$ cat src/hw/rtl/mrti_div.sv
// Unsigned restoring divider, one quotient bit per cycle.
module mrti_div (
   input  logic        clock,
   input  logic        reset,
   input  logic        start,
   input  logic [63:0] dividend,
   input  logic [32:0] divisor,
   output logic        done,
   output logic [63:0] quotient
);

   logic [32:0] rem_ff, rem_in;
   logic [63:0] dq_ff, dq_in;
   logic [32:0] dsr_ff, dsr_in;
   logic [6:0]  cnt_ff, cnt_in;
   logic        run_ff, run_in;
   logic        done_ff, done_in;
   logic [33:0] rem_sh;
   logic        ge;

   always_comb begin
      rem_sh  = {rem_ff, dq_ff[63]};
      ge      = rem_sh >= {1'b0, dsr_ff};
      rem_in  = rem_ff;
      dq_in   = dq_ff;
      dsr_in  = dsr_ff;
      cnt_in  = cnt_ff;
      run_in  = run_ff;
      done_in = 1'b0;
      if (start) begin
         rem_in = '0;
         dq_in  = dividend;
         dsr_in = divisor;
         cnt_in = 7'd63;
         run_in = 1'b1;
      end else if (run_ff) begin
         rem_in = ge ? 33'(rem_sh - {1'b0, dsr_ff}) : rem_sh[32:0];
         dq_in  = {dq_ff[62:0], ge};
         cnt_in = cnt_ff - 7'd1;
         if (cnt_ff == 7'd0) begin
            run_in  = 1'b0;
            done_in = 1'b1;
         end
      end
   end

   always_ff @(posedge clock) begin
      if (reset) begin
         run_ff  <= 1'b0;
         done_ff <= 1'b0;
         cnt_ff  <= '0;
      end else begin
         run_ff  <= run_in;
         done_ff <= done_in;
         cnt_ff  <= cnt_in;
      end
   end

   always_ff @(posedge clock) begin
      rem_ff <= rem_in;
      dq_ff  <= dq_in;
      dsr_ff <= dsr_in;
   end

   assign done     = done_ff;
   assign quotient = dq_ff;

endmodule

$ cat config.mk
export PLATFORM = sky130hd
export DESIGN_NAME = mrti_div
export DESIGN_NICKNAME = d
export VERILOG_FILES = /design/src/hw/rtl/mrti_div.sv
export SDC_FILE = /design/constraint.sdc
export NUM_CORES = 1
export LEC_CHECK = 0
export BUFFER_PORTS_ARGS = -buffer_cell sky130_fd_sc_hd__buf_2
export CORE_MARGIN = 1
export CORE_UTILIZATION = 57
export CTS_BUF_LIST = sky130_fd_sc_hd__clkbuf_4
export CTS_CLUSTER_SIZE = 16
export DETAILED_ROUTE_END_ITERATION = 16
export PLACE_DENSITY = 0.83
export SKIP_LAST_GASP = 1
export SLEW_MARGIN = 5
export SYNTH_ARGS = -nofsm -noshare
export SYNTH_HDL_FRONTEND = slang
export SYNTH_SLANG_ARGS = --single-unit
export TNS_END_PERCENT = 50
$ cat constraint.sdc
create_clock -name clock -period 3.7 [get_ports clock]
set_clock_uncertainty 0.2 [all_clocks]
set_input_delay 0.555 -clock clock [delete_from_list [all_inputs] [get_ports clock]]
set_output_delay 0.555 -clock clock [all_outputs]
set_load 0.1 [all_outputs]
Word-level counts from Yosys, hierarchy flattened
Cells that the tools add are included.
{"block": "word_totals", "register_bits": 139, "latch_bits": 0, "mem_bits_rw": 0, "rom_bits": 0, "in_bits": 100, "out_inout_bits": 65, "n_memories": 0}
{"block": "op_classes", "n_addsub": 2, "mul": 0, "div": 0, "magnitude_cmp": 1, "n_eq_ne": 0, "shift": 0, "mux": 9, "bitwise": 1, "reduce_logical": 4}
{"operator": "64-bit 2-to-1 mux", "count": 2}
{"operator": "34-bit by 33-bit greater-or-equal comparator with 1-bit output", "count": 1}
{"operator": "33-bit 2-to-1 mux", "count": 1}
{"operator": "33-bit subtractor", "count": 1}
{"operator": "6-bit 2-to-1 mux", "count": 2}
{"operator": "7-bit zero test", "count": 1}
{"operator": "7-bit by 1-bit subtractor with 7-bit output, second input constant", "count": 1}
{"operator": "1-bit 2-to-1 mux", "count": 4}
{"operator": "3-bit OR reduction", "count": 1}
{"operator": "2-bit nonzero test", "count": 1}
{"operator": "2-bit OR reduction", "count": 1}
{"operator": "1-bit inverter", "count": 1}

Depth between registers and ports, before layout
Gate-level depths: netlist of run 1.
{"block": "logic_depth", "ltp_word": 4, "depth_mapped": 14}

Worst setup path before layout of run 1
Ideal clock, no wire load.
{"block": "synth_timing", "path_type": "reg2reg", "startpoint": "reg dq_ff[63], in the netlist quotient[63]", "endpoint": "reg rem_ff[28]", "t_arrival_ps": 3182, "t_required_ps": 3368, "path_slack_ps": 186, "path_stages_with_launch": 15, "synth_period_minus_slack_ps": 3514, "cell_sequence": "edfxtp_1 > inv_1 > ha_1 > inv_1 > fa_1 > a21o_1 > a221oi_1 > or2_1 > a31oi_1 > nor2_1 > buf_2 > buf_2 > nor2_1 > mux2i_1 > a21oi_1"}
{"block": "synth_between", "elab_chain_len": 2}
{"element": "start: declaration", "line_no": "13", "text": "logic [63:0] dq_ff, dq_in;"}
{"element": "start signal: assignment", "line_no": "61", "text": "dq_ff <= dq_in;"}
{"element": "33-bit subtractor / 34-bit by 33-bit greater-or-equal comparator with 1-bit output (equally long branches)", "line_no": "37, 23"}
{"element": "33-bit 2-to-1 mux (*)", "line_no": "37", "text": "rem_in = ge ? 33'(rem_sh - {1'b0, dsr_ff}) : rem_sh[32:0];"}
{"element": "end signal: assignment", "line_no": "60", "text": "rem_ff <= rem_in;"}
{"element": "end: declaration", "line_no": "12", "text": "logic [32:0] rem_ff, rem_in;"}
Mark *: on every way between the ends. The rest lies on a longest branch, timed or not.
A chain may end at the register's enable or synchronous reset.

Worst setup path in the final report of run 1
{"block": "layout_timing", "startpoint": "reg dq_ff[63], in the netlist quotient[63]", "endpoint": "reg rem_ff[30]"}
The elaborated chain is that of the path after synthesis.

==> results.md, run 1 <==
Layout
* **leading cell types in the layout, fill and taps excluded** buf_2 (163), edfxtp_1 (97), mux2_2 (65), a21oi_1 (54), nor2_1 (49)
* **# nets final** 1029
* **Layout Cell Area excl Fill** 9308 µm²
* **FILL cells** 1013
* **area of the multi-input gates** 3560 µm²
* **FF+latch area** 3755 µm²
* **commonest non-fill, non-tap cell in the layout** buf_2
* **layout overhead on the synthesized area** 21.37%
* **fraction of layout instances using a drive strength above 1** 32.04%
* **final core occ** 70.57%

Synth
* **count of flip-flops with a built-in enable after synthesis** 97
* **number of nets in the synthesized netlist** 844
* **post-synthesis instance area** 7669 µm²
* **dominant register cell in the synthesized netlist** edfxtp_1
* **Yosys reg bits** 139
* **count of cell types in the netlist** 74
* **synth warn** 0
* **register area share after synthesis** 48.95%
* **average cell area after synthesis** 10.83 µm²
* **share of flip-flops with an asynchronous set or reset after synthesis** 0%
* **Syn Inst Count** 708

Place
* **count of input and output buffers** 164
* **placed wire-length estimate** 12440 µm
* **Final GP Congestion** 0.9559
* **area after detailed placement** 8633 µm²

Drt
* **number of search-and-repair iterations in the first detailed-routing pass** 6
* **Via density** 5.715
* **Remaining DRCs** 0
* **number of design-rule violations left by the first detailed-router iteration** 342
* **drt wl/cell** 16.22 µm
* **remaining antenna violation count** 0
* **Routed WL** 17620 µm
* **DR vias** 6207

Timing
* **remaining max-slew budget at the tightest pin** 46.69%
* **Max Freq** 296.4 MHz
* **share of the clock period used by the worst path** 91.18%
* **Final setup viols** 0
* **worst slack on hold paths** 0.08844 ns
* **RSZ-0062 raised after global routing** false
* **final slew viol count** 0
* **Setup TNS Final** 0 ns
* **final period demand of the worst path** 3.374 ns
* **transition at the pin with the smallest max-transition slack** 0.7996 ns
* **final hold violation count** 0

Run
* **reported max-cap violation count** 0

Setup path
* **worst endpoint required time** 3.99 ns
* **Reg2Reg Setup Slack** 0.33 ns
* **endpoint arrival time on the critical path** 3.67 ns
* **CP Launch Type** flip-flop
* **worst setup path end** rem_ff[30]
* **destination of the worst register-to-register timing path** rem_ff[30]
* **Critical Path Start** quotient[63]
* **crit path capture type** flip-flop
* **type of the worst setup path** reg2reg
* **highest net fanout along the worst path** 28
* **reg2reg start** quotient[63]
* **Worst Reg-to-Reg Cells** 13

GRT
* **largest net degree at the start of global routing** 65
* **global-route wire length before repair** 28490 µm
* **initial antenna violation count** 2
* **number of global-route vias before repair** 6036
* **Total Routing Usage GR** 25.92%
* **total congestion overflow** 0

Die
* **number of top-level design ports** 165
* **initial core utilization** 58.14%
* **Die Area** 13920 µm²
* **number of rows in the core area** 42
* **die height** 118.0 µm
* **core region area** 13190 µm²
* **die boundary width** 118.0 µm

Status
* **run status** finished, final reports clean

Clock tree
* **post-cts gate resize count** 0
* **TritonCTS buffer count** 17
* **clock input transition at the sequential cells of the worst setup and hold paths** 0.13 ns
* **H-tree levels** 4
* **Max Root-Sink Buffers** 2
* **CTS tree** yes
* **Clk Latency, worst-skew pair** 0.55 ns
* **clk sinks** 139
* **root buf cell** clkbuf_4

Power
* **maximum ir drop on the vdd rail** 0.4276 mV
* **static power due to leakage** 4.003 nW
* **power density cells** 480.9 nW/µm²

Worst hold path
* **class of the most critical hold timing path** in2reg

## registers in the layout (all words and copies together) (netlist names)
register	cells
done	1
run_ff	1
quotient	64
rem_ff	33
dsr_ff	33
cnt_ff	7
## worst min-delay path by stage
stage	startpoint	to	slack, ns	cells past startpoint
6_report	reset	run_ff	0.09	2
5_1_grt	dividend[16]	quotient[16]	0.02	2
4_1_cts	reset	cnt_ff[3]	0.03	2
3_5_place_dp	rem_ff[4]	rem_ff[4]	0.27	2
3_3_place_gp	rem_ff[2]	rem_ff[2]	0.27	2
2_1_floorplan	rem_ff[8]	rem_ff[8]	0.24	2
## cell families after synthesis
family / count (synthesis) / synth area share [%]
multiplexers: 70 / 10.20
adder cells (fa/ha/maj): 36 / 5.972
XOR/XNOR: 24 / 2.741
AO/OA/AOI/OAI: 182 / 16.20
flip-flops: 139 / 48.95
buffers and inverters: 90 / 4.731
AND/OR/NAND/NOR: 167 / 11.21
## layout make-up
| class | instances | share of cell area (%) |
|---|---|---|
| tap | 176 | 2.366 |
| clock inverter | 12 | 2.030 |
| sequential | 139 | 40.34 |
| multi-input combinational | 479 | 38.24 |
| inverter | 48 | 1.936 |
| clock buffer | 19 | 1.532 |
| antenna | 5 | 0.1344 |
| timing repair buffer | 208 | 13.42 |
## through the flow
| step | worst slack [ns] | std cells | power, W |
|---|---|---|---|
| after floorplan | 0.1856 | 708 | 0.003058 |
| after global placement | 0.4811 | 1017 | 0.003315 |
| after detailed placement | 0.3818 | 1017 | 0.003333 |
| after CTS | 0.3381 | 1081 | 0.004499 |
| after global routing | 0.07021 | 1086 | 0.004679 |
| final | 0.3264 | 1086 | 0.004477 |
## where the power goes
part / internal [W] / switching, W / total [W]
clock: 0.000559 / 0.000577 / 0.00114
combinational: 0.000408 / 0.00102 / 0.00143
sequential: 0.00183 / 0.0000846 / 0.00191
## layer usage
layer	global-route usage [%]	up-vias	part of all wire, %
li1	-	3027	-
met5	0	-	0
met1	32.33	2898	43
met2	42.32	254	47
met4	8.333	0	1.8
met3	8.624	28	7.7
## critical path: stages, from the launching register on
cell and delay, ns:
edfxtp_1 0.43, inv_1 0.08, ha_1 0.16, inv_1 0.06, fa_1 0.40, a21o_1 0.21, a221oi_1 0.43, or2_1 0.26
a31oi_1 0.21, nor2_4 0.16, buf_4 0.30, nand4b_1 0.16, o2111ai_1 0.11, a21oi_1 0.14
## timing repair
item                                   CTS  global route
endpoints found under the hold margin   33             0
hold buffers                            33             0
buffers inserted                         0             0
## cells in the mapped netlist (all sizes together), types with 6 or more instances
cell | count | area share, %
inv | 48 | 2.3
a31oi | 10 | 0.82
clkbuf | 26 | 1.3
nand3 | 11 | 0.72
dfxtp | 42 | 11
ha | 35 | 5.7
o211ai | 6 | 0.59
o21ai | 29 | 1.9
nand2 | 39 | 2.0
xor2 | 12 | 1.4
edfxtp | 97 | 38
nor2b | 12 | 0.98
nor3 | 9 | 0.59
nor2 | 50 | 2.4
o2111ai | 6 | 0.69
a211oi | 19 | 1.9
a21oi | 55 | 3.6
mux2 | 65 | 9.5
nand4 | 8 | 0.65
buf | 16 | 1.1
xnor2 | 12 | 1.4
a21o | 16 | 1.6
and3 | 7 | 0.59
No activity file was read; power rests on OpenSTA's default activity.
==> run 2, diff against run 1 <==
Settings changed: CELL_PAD_IN_SITES_DETAIL_PLACEMENT set to 1, CELL_PAD_IN_SITES_GLOBAL_PLACEMENT set to 2, CORE_UTILIZATION 57 to 36, PLACE_DENSITY 0.83 to not set, PLACE_DENSITY_LB_ADDON set to 0.1, SETUP_SLACK_MARGIN set to 0.2.
==> results.md, run 2 (synthesis gave the netlist of run 1 again) <==
Clock tree
* **Clk Latency, worst-skew pair** 0.57 ns, was 0.55 ns
* **CTS tree** yes, unchanged
* **clk sinks** 139, unchanged
* **H-tree levels** 4, unchanged
* **root buf cell** clkbuf_4, unchanged
* **clock input transition at the sequential cells of the worst setup and hold paths** 0.16 ns, was 0.13 ns
* **TritonCTS buffer count** 17, unchanged
* **Max Root-Sink Buffers** 2, unchanged

GRT
* **global-route wire length before repair** 34420 µm, was 28490 µm
* **total congestion overflow** 0, unchanged
* **Total Routing Usage GR** 20.16%, was 25.92%
* **largest net degree at the start of global routing** 90, was 65
* **initial antenna violation count** 1, was 2
* **number of global-route vias before repair** 6724, was 6036

Setup path
* **worst endpoint required time** 4.01 ns, was 3.99 ns
* **Cell Chain, Critical Path** inv_1, ha_1, and4_1, nand4_1, or2_4, a21oi_2, o21ai_1, a2111oi_2, buf_4, mux2_2, a21oi_1, was inv_1, ha_1, inv_1, fa_1, a21o_1, a221oi_1, or2_1, a31oi_1, nor2_4, buf_4, nand4b_1, o2111ai_1, a21oi_1
* **slowest stage delay, CP** 0.41 ns, was 0.43 ns
* **reg2reg start** dsr_ff[10], was quotient[63]
* **CP Launch Type** flip-flop, unchanged
* **cell with the biggest individual delay on the critical path** a2111oi_2, was edfxtp_1
* **crit path capture type** flip-flop, unchanged
* **Worst Reg-to-Reg Cells** 11, was 13
* **endpoint arrival time on the critical path** 3.62 ns, was 3.67 ns
* **type of the worst setup path** reg2reg, unchanged
* **Reg2Reg Setup Slack** 0.39 ns, was 0.33 ns
* **highest net fanout along the worst path** 7, was 28
* **destination of the worst register-to-register timing path** rem_ff[32], was rem_ff[30]

Timing
* **worst slack on hold paths** 0.05788 ns, was 0.08844 ns
* **final slew viol count** 0, unchanged
* **RSZ-0062 raised after global routing** false, unchanged
* **remaining max-slew budget at the tightest pin** 43.32%, was 46.69%
* **transition at the pin with the smallest max-transition slack** 0.8501 ns, was 0.7996 ns
* **Setup TNS Final** 0 ns, unchanged
* **Final setup viols** 0, unchanged
* **final period demand of the worst path** 3.312 ns, was 3.374 ns
* **share of the clock period used by the worst path** 89.52%, was 91.18%
* **final hold violation count** 0, unchanged
* **Max Freq** 301.9 MHz, was 296.4 MHz

Drt
* **number of design-rule violations left by the first detailed-router iteration** 248, was 342
* **remaining antenna violation count** 0, unchanged
* **drt wl/cell** 17.84 µm, was 16.22 µm
* **Via density** 5.247, was 5.715
* **Routed WL** 21280 µm, was 17620 µm
* **Remaining DRCs** 0, unchanged
* **number of search-and-repair iterations in the first detailed-routing pass** 4, was 6
* **DR vias** 6260, was 6207

Worst hold path
* **class of the most critical hold timing path** in2reg, unchanged
* **worst hold path endpoint** quotient[49], was run_ff
* **cell depth of the worst hold path** 2, unchanged
* **beginning of the worst hold path** dividend[49], was reset

Die
* **initial core utilization** 36.60%, was 58.14%
* **die boundary width** 148.0 µm, was 118.0 µm
* **core region area** 20960 µm², was 13190 µm²
* **number of rows in the core area** 53, was 42
* **Die Area** 21890 µm², was 13920 µm²
* **die height** 148.0 µm, was 118.0 µm
* **number of top-level design ports** 165, unchanged

Layout
* **flip-flop count of the largest register, all copies and words added** 64, unchanged
* **Layout Cell Area excl Fill** 9527 µm², was 9308 µm²
* **count of non-filler cells in the finished layout** 1193, was 1086
* **commonest non-fill, non-tap cell in the layout** buf_2, unchanged
* **# nets final** 1039, was 1029
* **leading cell types in the layout, fill and taps excluded** buf_2 (163), edfxtp_1 (97), mux2_2 (65), a21oi_1 (54), nor2_1 (49), unchanged
* **fraction of layout instances using a drive strength above 1** 33.19%, was 32.04%
* **layout overhead on the synthesized area** 24.23%, was 21.37%

Power
* **maximum ir drop on the vdd rail** 0.2397 mV, was 0.4276 mV
* **power density cells** 467.6 nW/µm², was 480.9 nW/µm²
* **Final Total Pwr** 0.004454 W, was 0.004477 W
* **static power due to leakage** 4.031 nW, was 4.003 nW

Run
* **reported max-cap violation count** 0, unchanged

Place
* **count of input and output buffers** 164, unchanged
* **Final GP Congestion** 0.8355, was 0.9559
* **Post-Place Cells** 1121, was 1017
* **area after detailed placement** 8813 µm², was 8633 µm²
* **placed wire-length estimate** 15040 µm, was 12440 µm

Status
* **run status** finished, final reports clean, unchanged

run 2: layout make-up:
class,count,area (µm²)
fillers,2353,11430
flip-flops and latches,139,3755
multi-input cells,480,3620
repair buffers,217,1331
well taps,275,344.1
inverters,48,180.2
clock inverters,14,156.4
clock buffers,18,135.1
diodes,2,5.005
run 2: per-stage QoR:
stage                     utilization, %  setup slack [ns]
final                              45.46            0.3879
after global routing               45.46            0.2221
after global placement             42.06            0.1788
after floorplan                        -            0.2450
after detailed placement           42.06           0.07666
after CTS                          45.22            0.2169
run 2: what timing repair did:
item | CTS | global route
hold buffers | 34 | 0
pin swaps | 1 | 1
endpoints found under the setup margin | 24 | 33
hold endpoints to repair | 35 | 0
cloned | 1 | 0
gates resized for setup | 1 | 7
setup buffers | 3 | 0
run 2: how the worst max path moves through the flow:
stage | startpoint | end | slack [ns] | depth (start not counted)
final | dsr_ff[10] | rem_ff[32] | 0.39 | 11
after global routing | dsr_ff[10] | rem_ff[32] | 0.22 | 11
after CTS | quotient[63] | rem_ff[28] | 0.22 | 12
after detailed placement | quotient[63] | rem_ff[12] | 0.08 | 12
after global placement | dsr_ff[10] | rem_ff[32] | 0.18 | 11
after floorplan | quotient[63] | rem_ff[32] | 0.25 | 12
run 2: where the power goes:
group / internal (W) / total (W) / leakage, nW / switching (W)
Sequential: 0.00183 / 0.00192 / 1.31 / 0.0000908
Clock: 0.000370 / 0.00105 / 0.153 / 0.000682
Combinational: 0.000429 / 0.00148 / 2.57 / 0.00105
run 2: critical path: cells and delay by family (launching register included):
family                   cells  cell delay [ns]
AO/OA/AOI/OAI                4             0.99
adder cells (fa/ha/maj)      1             0.39
buffers and inverters        2             0.23
flip-flops                   1             0.35
multiplexers                 1             0.32
AND/OR/NAND/NOR              3             0.77
run 2: per-layer routing:
layer | routed length, µm | track usage [%] | vias to the layer above
li1 | - | - | 3043
met3 | 992 | 5.309 | 21
met2 | 10280 | 34.81 | 132
met1 | 9734 | 24.50 | 3064
met5 | 0 | 0 | -
met4 | 276 | 6.082 | 0
==> run 3, diff against run 2 <==
Settings changed: ABC_AREA set to 1, CELL_PAD_IN_SITES_GLOBAL_PLACEMENT 2 to 1, CORE_UTILIZATION 36 to 41.
==> results.md, run 3 <==
Layout
* **layout overhead on the synthesized area** 20.47%, was 24.23%
* **commonest non-fill, non-tap cell in the layout** nand2_1, was buf_2
* **fraction of layout instances using a drive strength above 1** 16.55%, was 33.19%
* **flip-flop count of the largest register, all copies and words added** 64, unchanged
* **leading cell types in the layout, fill and taps excluded** nand2_1 (523), inv_1 (194), buf_2 (163), edfxtp_1 (97), nand3_1 (75), was buf_2 (163), edfxtp_1 (97), mux2_2 (65), a21oi_1 (54), nor2_1 (49)
* **Layout Cell Area excl Fill** 10150 µm², was 9527 µm²
* **# nets final** 1501, was 1039

Setup path
* **reg2reg start** quotient[63], was dsr_ff[10]
* **highest net fanout along the worst path** 22, was 7
* **CP Launch Type** flip-flop, unchanged
* **Reg2Reg Setup Slack** 0.91 ns, was 0.39 ns
* **crit path capture type** flip-flop, unchanged
* **worst endpoint required time** 3.95 ns, was 4.01 ns
* **Worst Reg-to-Reg Cells** 13, was 11
* **type of the worst setup path** reg2reg, unchanged
* **endpoint arrival time on the critical path** 3.04 ns, was 3.62 ns
* **destination of the worst register-to-register timing path** rem_ff[2], was rem_ff[32]

Timing
* **remaining max-slew budget at the tightest pin** 49.57%, was 43.32%
* **Max Freq** 358.5 MHz, was 301.9 MHz
* **Final setup viols** 0, unchanged
* **Setup TNS Final** 0 ns, unchanged
* **share of the clock period used by the worst path** 75.39%, was 89.52%
* **RSZ-0062 raised after global routing** false, unchanged
* **transition at the pin with the smallest max-transition slack** 0.7565 ns, was 0.8501 ns
* **worst-case setup margin in the final layout** 0.9107 ns, was 0.3879 ns
* **final hold violation count** 0, unchanged
* **final slew viol count** 0, unchanged
* **final period demand of the worst path** 2.789 ns, was 3.312 ns

Clock tree
* **TritonCTS buffer count** 17, unchanged
* **root buf cell** clkbuf_4, unchanged
* **buffer count from post-CTS setup fixing** 0, was 3
* **clock input transition at the sequential cells of the worst setup and hold paths** 0.15 ns, was 0.16 ns
* **clk sinks** 139, unchanged
* **H-tree levels** 4, unchanged
* **Clk Latency, worst-skew pair** 0.57 ns, about the same
* **Max Root-Sink Buffers** 2, unchanged
* **CTS tree** yes, unchanged

GRT
* **total congestion overflow** 0, unchanged
* **Total Routing Usage GR** 25.08%, was 20.16%
* **number of global-route vias before repair** 8260, was 6724
* **global-route wire length before repair** 42020 µm, was 34420 µm
* **initial antenna violation count** 2, was 1
* **largest net degree at the start of global routing** 68, was 90

Power
* **Final Total Pwr** 0.004052 W, was 0.004454 W
* **maximum ir drop on the vdd rail** 0.2270 mV, was 0.2397 mV
* **static power due to leakage** 5.424 nW, was 4.031 nW
* **power density cells** 399.3 nW/µm², was 467.6 nW/µm²

Drt
* **remaining antenna violation count** 0, unchanged
* **number of search-and-repair iterations in the first detailed-routing pass** 6, was 4
* **Via density** 4.800, was 5.247
* **DR vias** 7916, was 6260
* **Remaining DRCs** 0, unchanged
* **drt wl/cell** 15.60 µm, was 17.84 µm
* **number of design-rule violations left by the first detailed-router iteration** 336, was 248
* **Routed WL** 25720 µm, was 21280 µm

Status
* **run status** finished, final reports clean, unchanged

Synth
* **Yosys reg bits** 139, unchanged
* **average cell area after synthesis** 7.204 µm², was 10.83 µm²
* **share of the synthesized area in the top cell type** 34.59%, was 37.98%
* **share of flip-flops with an asynchronous set or reset after synthesis** 0%, unchanged
* **synth warn** 0, unchanged
* **post-synthesis instance area** 8422 µm², was 7669 µm²
* **Post-synth top cells** nand2_1 (523), inv_1 (195), edfxtp_1 (97), nand3_1 (75), nor2_1 (47), was edfxtp_1 (97), mux2_2 (65), a21oi_1 (54), nor2_1 (50), inv_1 (48)
* **dominant register cell in the synthesized netlist** edfxtp_1, unchanged
* **cell types occupying the most area after synthesis** edfxtp_1 (35%), nand2_1 (23%), dfxtp_1 (10%), was edfxtp_1 (38%), dfxtp_1 (11%), mux2_2 (9.5%)
* **count of cell types in the netlist** 36, was 74
* **register area share after synthesis** 44.57%, was 48.95%
* **cell with the most instances after synthesis** nand2_1, was edfxtp_1
* **Syn Inst Count** 1169, was 708
* **count of flip-flops with a built-in enable after synthesis** 97, unchanged
* **cell type with the highest aggregate area in the netlist** edfxtp_1, unchanged
* **number of nets in the synthesized netlist** 1305, was 844

Worst hold path
* **class of the most critical hold timing path** in2reg, unchanged
* **worst hold path endpoint** quotient[40], was quotient[49]
* **beginning of the worst hold path** dividend[40], was dividend[49]
* **cell depth of the worst hold path** 3, was 2

Die
* **core region area** 20170 µm², was 20960 µm²
* **die boundary width** 145.3 µm, was 148.0 µm
* **number of top-level design ports** 165, unchanged
* **Die Area** 21120 µm², was 21890 µm²
* **initial core utilization** 41.76%, was 36.60%
* **number of rows in the core area** 52, was 53
* **die height** 145.3 µm, was 148.0 µm

Place
* **placed wire-length estimate** 19220 µm, was 15040 µm
* **Setup Slack @ Placement** 0.8988 ns, was 0.07666 ns
* **Final GP Congestion** 0.9179, was 0.8355
* **count of input and output buffers** 164, unchanged
* **area after detailed placement** 9494 µm², was 8813 µm²

Run
* **reported max-cap violation count** 0, unchanged

## run 3: area by class of cell
type | count | area (µm²)
multi-input cells | 802 | 3769
diodes | 1 | 2.502
flip-flops and latches | 139 | 3754
inverters | 198 | 743.2
repair buffers | 207 | 1231
clock inverters | 13 | 166.4
fillers | 2648 | 10020
clock buffers | 19 | 142.6
well taps | 270 | 337.8
## run 3: routing by layer
metal | share of wire, % | global-route usage, % | vias up
met5 | 0 | 0 | -
met2 | 47 | 42.57 | 183
met4 | 1.6 | 7.211 | 0
met1 | 46 | 32.27 | 3696
li1 | - | - | 4007
met3 | 5.7 | 5.126 | 30
## run 3: cell families (layout without fill, tap and decap cells)
logic type,Yosys count,count (layout),share of synthesized area (%)
AND/OR/NAND/NOR,701,701,34.54
buffers and inverters,228,437,10.71
flip-flops,139,139,44.57
AO/OA/AOI/OAI,49,49,3.075
adder cells (fa/ha/maj),36,36,5.438
XOR/XNOR,16,16,1.664
other,0,1,0
## run 3: worst max path at each step
stage | cells past startpoint | to | start
floorplan | 11 | quotient[0] | quotient[63]
global placement | 13 | rem_ff[2] | quotient[63]
detailed placement | 11 | quotient[0] | quotient[63]
CTS | 13 | rem_ff[2] | quotient[63]
global route | 13 | rem_ff[9] | quotient[63]
finish | 13 | rem_ff[2] | quotient[63]
## run 3: report_power, final
part	switching [W]	leakage [nW]	internal, W
sequential	0.0000572	1.32	0.00180
clock	0.000648	0.160	0.000490
combinational	0.000840	3.94	0.000218
## run 3: critical path, cell delays in order (launching register included)
cell and delay [ns]:
edfxtp_1 0.40, inv_1 0.09, ha_1 0.14, inv_1 0.08, fa_1 0.43, nand3_1 0.13
nand3_2 0.14, nand2_1 0.12, nand2_2 0.09, nand2_4 0.20, buf_4 0.35, nand3_1 0.13
nand3_1 0.10, o21ai_0 0.08
## run 3: what timing repair did
| item | in CTS | in global routing |
|---|---|---|
| hold buffers | 34 | 0 |
| resized for setup | 0 | 0 |
| hold endpoints to repair | 34 | 0 |
## run 3: per-stage QoR
step           utilization (%)  hold WS, ns  std cells
2_1_floorplan                -       0.2402       1169
3_3_place_gp             47.07       0.2563       1582
3_5_place_dp             47.07       0.2629       1582
4_1_cts                  50.29     0.005012       1648
5_1_grt                  50.30      0.02029       1649
6_report                 50.30      0.04303       1649
